==> src/hdl/tdpt_pkg.sv <==
// Shared constants and types for the trial-division primality tester.
// No dependencies; used by tdpt_rem_unit and trial_division_prime_test.
`default_nettype none

package tdpt_pkg;

   // Width of the candidate number (supported range 2..32)
   localparam int VALUE_WIDTH = 16;
   // Running divisor square; the bound test stops just past sqrt(candidate)
   localparam int SQ_WIDTH    = VALUE_WIDTH + 2;
   // Bit counter of the serial remainder unit (holds VALUE_WIDTH itself)
   localparam int CNT_WIDTH   = $clog2(VALUE_WIDTH + 1);

   // Command to the serial remainder unit
   typedef struct packed {
      logic                   start;
      logic [VALUE_WIDTH-1:0] dividend;
      logic [VALUE_WIDTH-1:0] divisor;
   } tdpt_rem_cmd_type;

   // Status back from the serial remainder unit
   typedef struct packed {
      logic done;
      logic rem_zero;
   } tdpt_rem_status_type;

endpackage

`default_nettype wire

==> src/hdl/tdpt_rem_unit.sv <==
// Bit-serial restoring remainder unit: one dividend bit per cycle.
// Depends on tdpt_pkg for widths and the command/status structs.
`default_nettype none

module tdpt_rem_unit
   import tdpt_pkg::*;
(
   input  wire logic                clock,
   input  wire logic                reset,
   input  wire tdpt_rem_cmd_type    cmd,
   output tdpt_rem_status_type      status
);

   logic [VALUE_WIDTH-1:0] shift_ff, shift_in;
   logic [VALUE_WIDTH-1:0] rem_ff,   rem_in;
   logic [VALUE_WIDTH-1:0] div_ff,   div_in;
   logic [CNT_WIDTH-1:0]   cnt_ff,   cnt_in;
   logic                   busy_ff,  busy_in;
   logic                   done_ff,  done_in;
   logic [VALUE_WIDTH:0]   trial;

   // Partial remainder with the next dividend bit shifted in
   assign trial = {rem_ff, shift_ff[VALUE_WIDTH-1]};

   // One restoring step per cycle while busy
   always_comb begin
      shift_in = shift_ff;
      rem_in   = rem_ff;
      div_in   = div_ff;
      cnt_in   = cnt_ff;
      busy_in  = busy_ff;
      done_in  = 1'b0;
      if (cmd.start) begin
         shift_in = cmd.dividend;
         div_in   = cmd.divisor;
         rem_in   = '0;
         cnt_in   = CNT_WIDTH'(VALUE_WIDTH);
         busy_in  = 1'b1;
      end else if (busy_ff) begin
         shift_in = {shift_ff[VALUE_WIDTH-2:0], 1'b0};
         if (trial >= {1'b0, div_ff}) begin
            rem_in = VALUE_WIDTH'(trial - {1'b0, div_ff});
         end else begin
            rem_in = trial[VALUE_WIDTH-1:0];
         end
         cnt_in = cnt_ff - 1'b1;
         if (cnt_ff == CNT_WIDTH'(1)) begin
            busy_in = 1'b0;
            done_in = 1'b1;
         end
      end
   end

   always_ff @(posedge clock) begin
      shift_ff <= shift_in;
      rem_ff   <= rem_in;
      div_ff   <= div_in;
      cnt_ff   <= cnt_in;
      if (reset) begin
         busy_ff <= 1'b0;
         done_ff <= 1'b0;
      end else begin
         busy_ff <= busy_in;
         done_ff <= done_in;
      end
   end

   assign status.done     = done_ff;
   assign status.rem_zero = (rem_ff == '0);

endmodule

`default_nettype wire

==> config.mk <==
export PLATFORM = sky130hd
export DESIGN_NAME = tdpt_rem_unit
export DESIGN_NICKNAME = d
export VERILOG_FILES = /design/src/hdl/tdpt_pkg.sv /design/src/hdl/tdpt_rem_unit.sv
export SDC_FILE = /design/constraint.sdc
export NUM_CORES = 1
export LEC_CHECK = 0
export ABC_AREA = 0
export BUFFER_PORTS_ARGS = -buffer_cell sky130_fd_sc_hd__buf_2
export CORE_UTILIZATION = 45
export DETAILED_ROUTE_END_ITERATION = 10
export GPL_ROUTABILITY_DRIVEN = 0
export PLACE_DENSITY = 0.62
export SETUP_SLACK_MARGIN = 0.2
export SYNTH_ARGS = -nofsm -noshare
export SYNTH_HDL_FRONTEND = slang
export SYNTH_SLANG_ARGS = --single-unit
==> constraint.sdc <==
create_clock -name clock -period 5.1 [get_ports clock]
set_input_delay 0.255 -clock clock [delete_from_list [all_inputs] [get_ports clock]]
set_output_delay 0.255 -clock clock [all_outputs]
set_load 0.03 [all_outputs]
==> results of run 1 <==
per-layer routing:
| metal | track usage, % | vias to the layer above | share of wire, % |
|---|---|---|---|
| li1 | - | 1108 | - |
| met1 | 24.3 | 1000 | 51 |
| met2 | 26.9 | 36 | 44 |
| met3 | 4.55 | 6 | 3.8 |
| met4 | 4.16 | 0 | 0.98 |
| met5 | 0 | - | 0 |
stage by stage:
stage	util [%]	hold WS, ps	total power [W]	worst slack [ps]	instances
global placement	50.8	431	0.000718	2240	388
detailed placement	50.8	433	0.000720	2180	388
floorplan	-	327	0.000670	2600	285
finish	52.1	111	0.000954	2150	396
global route	52.1	96.7	0.00100	1940	396
CTS	52.1	108	0.000961	2180	396
state kept, by name (all words and copies together), names as in the netlist:
| signal | cells |
|---|---|
| done_ff | 1 |
| shift_ff | 16 |
| div_ff | 16 |
| busy_ff | 1 |
| rem_ff | 16 |
| cnt_ff | 5 |
kinds of logic (layout without fill, tap and decap cells):
kind of cell               count (synthesis)  in the layout  synth area share [%]
DFF                                       55             55                  47.2
buffers and inverters                     34             68                  4.74
and+or+nand+nor                           77             77                  12.3
AOI/OAI and AO/OA                         60             60                  14.3
adders and majority gates                 19             19                  8.15
muxes                                     25             25                  8.94
xor gates and xnor gates                  15             15                  4.36
layout make-up:
cell class | instances | area (um2)
Inverter | 22 | 82.6
Sequential cell | 55 | 1420
Multi-Input combinational cell | 196 | 1450
Fill cell | 588 | 3060
Timing Repair Buffer | 38 | 195
Tap cell | 77 | 96.3
Clock inverter | 2 | 12.5
Clock buffer | 6 | 72.6
report_power, final:
part / internal, W / switching, W
logic: 0.0000830 / 0.000101
clock network: 0.0000965 / 0.000147
registers: 0.000509 / 0.0000183
cells in the mapped netlist, drive strengths merged (5+ instances only):
cell,n
nand3,11
clkbuf,6
ha,18
mux2,15
buf,6
mux2i,10
edfxtp,32
a21o,6
nor2b,5
a211oi,9
o21ai,9
o311ai,5
nor2,22
xnor2,6
inv,22
nand2,19
xor2,9
dfxtp,23
a21oi,11
final timing paths:
check                    to  depth (start not counted)
setup / recovery  rem_ff[7]                          8
hold / removal    div_ff[5]                          1
setup reg to reg  rem_ff[7]                          8
hold reg to reg   cnt_ff[1]                          2
==> impl_metrics.yaml, run 1 <==
status:
  status: "complete, no violations"
synthesis:
  ys_types: 48
  synth_top_cell_by_area: "edfxtp_1"
  syn_avg_cell_area_um2: 10.6
  ys_ff_latch: 55
  syn-cell-area_um2: 3010
  synth_flop_cell: "edfxtp_1"
  synth_cells: 285
  synth.net_count: 339
  synth-edff-count: 32
  ys_seq_area_share_pct: 47.2
  synth.area.top_cells: "edfxtp_1, dfxtp_1, ha_1, mux2_2, mux2i_1"
  yosysTopAreaCellShare_pct: 31.9
  ys_warn_count: 0
  async_flop_share_pct: 0
floorplan:
  core-area_um2: 6390
  ios: 37
  num_rows: 29
  die_w_um: 83.8
  die_h_um: 83.8
  start_util_pct: 47.1
  dieArea_um2: 7020
sta:
  fin_setup_tns_ps: 0
  finalClockSkew_ps: 6.22
  period_share_pct: 57.9
  finalCriticalPeriod_ps: 2950
  tightest_slew_ps: 833
  slew_headroom_pct: 44.2
  fmax_ghz: 0.339
  grt_setup_unrepaired: "false"
  final_hold_viol_count: 0
  slew_viol_final: 0
  setup_viol: 0
run:
  max_cap_viol_count: 0
cts:
  cts_tree: "yes"
  clock_latency_ps: 310
  htree_levels: 2
  cts_max_path_buffers: 2
  ctsHoldBuffers: 0
  cts_buffers: 5
  clockRootBuffer: "clkbuf_8"
  cts_sinks: 55
  clkSlewWorstSetupHoldPaths_ps: 100
  postCtsSetupRepairBufs: 0
  post_cts_resized: 0
worst_setup_path:
  critPathTopFamily: "compound AO/OA/AOI/OAI gates"
  cp.required_ps: 5320
  reg2reg_setup_slack_ps: 2150
  startpoint: "rem_ff[5]"
  worstPathCellList: "ha_1, a211oi_2, o21bai_1, o21a_1, a2111o_1, a21boi_4, mux2i_1, a211oi_1"
  cp-start-kind: "flop"
  slowest_delay_ps: 630
  critPathKind: "reg2reg"
  crit_path_max_fanout: 23
  worst_setup_path_end_kind: "flop"
  slowest_stage: "a21boi_4"
  cp.buffers_inverters: 0
  cp.arrival_ps: 3170
  r2r-start: "rem_ff[5]"
global_routing:
  grt_pass1_wl_um: 9670
  grt_usage_pct: 17.4
  first_global_vias: 2007
  grt.overflow.total: 0
  grt_max_degree: 49
  antenna_found_initial: 0
finish:
  drive_gt1_share_pct: 20.1
  antenna_cells: 0
  areaGrowthSynthToFinish_pct: 10.5
  finalNetCount: 372
  final_cell_mix: "buf_2, edfxtp_1, dfxtp_1"
  final_common_cell: "buf_2"
  finalInstanceArea_um2: 3330
power_and_ir_drop:
  p_leak_nw: 1.46
  ir_drop_v: 0.000181
  p_per_area_nw_per_um2: 287
routing:
  postRouteAntennaNets: 0
  wl_per_cell_um: 14.7
  drt_iter0_drc: 135
  vias: 2150
  firstDrtPassIters: 4
  wl_um: 5830
  drt-vias-per-instance: 5.43
  drc: 0
worst_hold_path:
  hp-class: "in2reg"
  min_from: "cmd[5]"
placement:
  io_buffers: 36
  dp_hpwl_um: 4100
  placed_area_um2: 3240
(Power assumes the default switching activity.)
==> run 2: changes to the inputs <==
--- a/config.mk
+++ b/config.mk
@@ -10,7 +10,7 @@
 export CORE_UTILIZATION = 45
 export DETAILED_ROUTE_END_ITERATION = 10
 export GPL_ROUTABILITY_DRIVEN = 0
-export PLACE_DENSITY = 0.62
+export PLACE_DENSITY = 0.65
 export SETUP_SLACK_MARGIN = 0.2
 export SYNTH_ARGS = -nofsm -noshare
 export SYNTH_HDL_FRONTEND = slang
==> constraint.sdc (replaced) <==
create_clock -name clock -period 2.58 [get_ports clock]
set_input_delay 0.129 -clock clock [delete_from_list [all_inputs] [get_ports clock]]
set_output_delay 0.129 -clock clock [all_outputs]
set_load 0.03 [all_outputs]
==> impl_metrics.yaml, run 2 (synthesis results as in run 1) <==
finish:
  antenna_cells: 0
  drive_gt1_share_pct: 35.7
  areaGrowthSynthToFinish_pct: 30.9
  final_common_cell: "buf_2"
  final_core_util_pct: 61.7
  reg.largest.list: "div_ff: 16 flops, rem_ff: 16 flops, shift_ff: 16 flops"
  final_cell_mix: "buf_2, edfxtp_1, buf_4"
  finalNetCount: 417
sta:
  slew_headroom_pct: 48.9
  grt_setup_unrepaired: "true"
  period_share_pct: 97.2
  setup_viol: 0
  finalCriticalPeriod_ps: 2510
  fmax_ghz: 0.399
  slew_viol_final: 0
  fin_setup_tns_ps: 0
  tightest_slew_ps: 765
  final_hold_viol_count: 0
  finalClockSkew_ps: 5.58
floorplan:
  core-area_um2: 6390
  start_util_pct: 47.1
  die_h_um: 83.8
  ios: 37
  die_w_um: 83.8
  num_rows: 29
  dieArea_um2: 7020
routing:
  postRouteAntennaNets: 0
  vias: 2443
  wl_um: 6760
  drt-vias-per-instance: 5.54
  drc: 0
  drt_iter0_drc: 158
  firstDrtPassIters: 4
  wl_per_cell_um: 15.3
global_routing:
  grt_usage_pct: 19.3
  grt.overflow.total: 0
  antenna_found_initial: 0
  grt_pass1_wl_um: 10800
  grt_max_degree: 48
  first_global_vias: 2296
cts:
  cts_sinks: 55
  cts_buffers: 5
  clkSlewWorstSetupHoldPaths_ps: 100
  clock_latency_ps: 310
  cts_max_path_buffers: 2
  cts_tree: "yes"
  clockRootBuffer: "clkbuf_8"
  htree_levels: 2
placement:
  io_buffers: 36
  dp_hpwl_um: 4380
worst_setup_path:
  worst_setup_path_end_kind: "flop"
  cp.arrival_ps: 2680
  critPathKind: "reg2reg"
  cp.required_ps: 2760
  cp-start-kind: "flop"
  crit_path_max_fanout: 8
worst_hold_path:
  hp-class: "in2reg"
run:
  max_cap_viol_count: 0
power_and_ir_drop:
  power.total_w: 0.00206
  p_leak_nw: 1.70
  ir_drop_v: 0.000309
  p_per_area_nw_per_um2: 523
status:
  status: "complete, no violations"
-- run 2: per-layer routing --
metal,track usage (%),wire length [um],vias up
met5,0,0,-
met4,7.86,261,0
met3,3.96,344,19
met2,31.1,3090,68
met1,25.4,3060,1161
li1,-,-,1195
-- run 2: where the power goes --
group	switching [W]	total (W)	internal (W)	leakage (nW)
Combinational	0.000252	0.000507	0.000255	1.15
Clock	0.000290	0.000510	0.000220	0.0474
Sequential	0.0000385	0.00104	0.00101	0.508
-- run 2: final timing paths --
| check | start | end | slack (ps) | depth (start not counted) |
|---|---|---|---|---|
| worst min register to register | cnt_ff[1] | cnt_ff[1] | 500 | 2 |
| worst max-delay path | div_ff[6] | rem_ff[7] | 70 | 10 |
| worst max register to register | div_ff[6] | rem_ff[7] | 70 | 10 |
| worst min-delay path | cmd[16] | shift_ff[0] | 100 | 2 |
-- run 2: repair_timing --
item / 4_1_cts / 5_1_grt
gates cloned: 1 / 0
gates resized for setup: 19 / 32
hold buffers: 17 / 0
buffers inserted: 9 / 6
pin swaps: 11 / 12
endpoints found under the hold margin: 18 / 0
endpoints found under the setup margin: 16 / 16
-- run 2: area by class of cell --
| type | instances | area (um2) |
|---|---|---|
| flip-flops and latches | 55 | 1430 |
| well taps | 77 | 96.3 |
| clock inverters | 2 | 16.3 |
| inverters | 22 | 82.6 |
| multi-input cells | 196 | 1620 |
| repair buffers | 83 | 616 |
| clock buffers | 6 | 82.6 |
| fillers | 540 | 2440 |
-- run 2: critical path, stage by stage (launching register included) --
cell and delay [ps]:
edfxtp_1 400, inv_2 80, ha_4 200, a211oi_2 190
o21bai_2 120, o21a_1 220, a2111o_1 470, a21boi_4 210
buf_12 170, mux2i_1 210, a211oi_1 100
-- run 2: metrics by stage --
stage / std cells / instance area [um2] / setup slack [ps] / hold slack, ps
floorplan: 285 / 3030 / 209 / 201
global placement: 400 / 3360 / -13.7 / 306
detailed placement: 400 / 3360 / -10.2 / 307
CTS: 435 / 3800 / 119 / 89.1
global route: 441 / 3940 / -34.2 / 94.6
finish: 441 / 3940 / 72.3 / 95.9
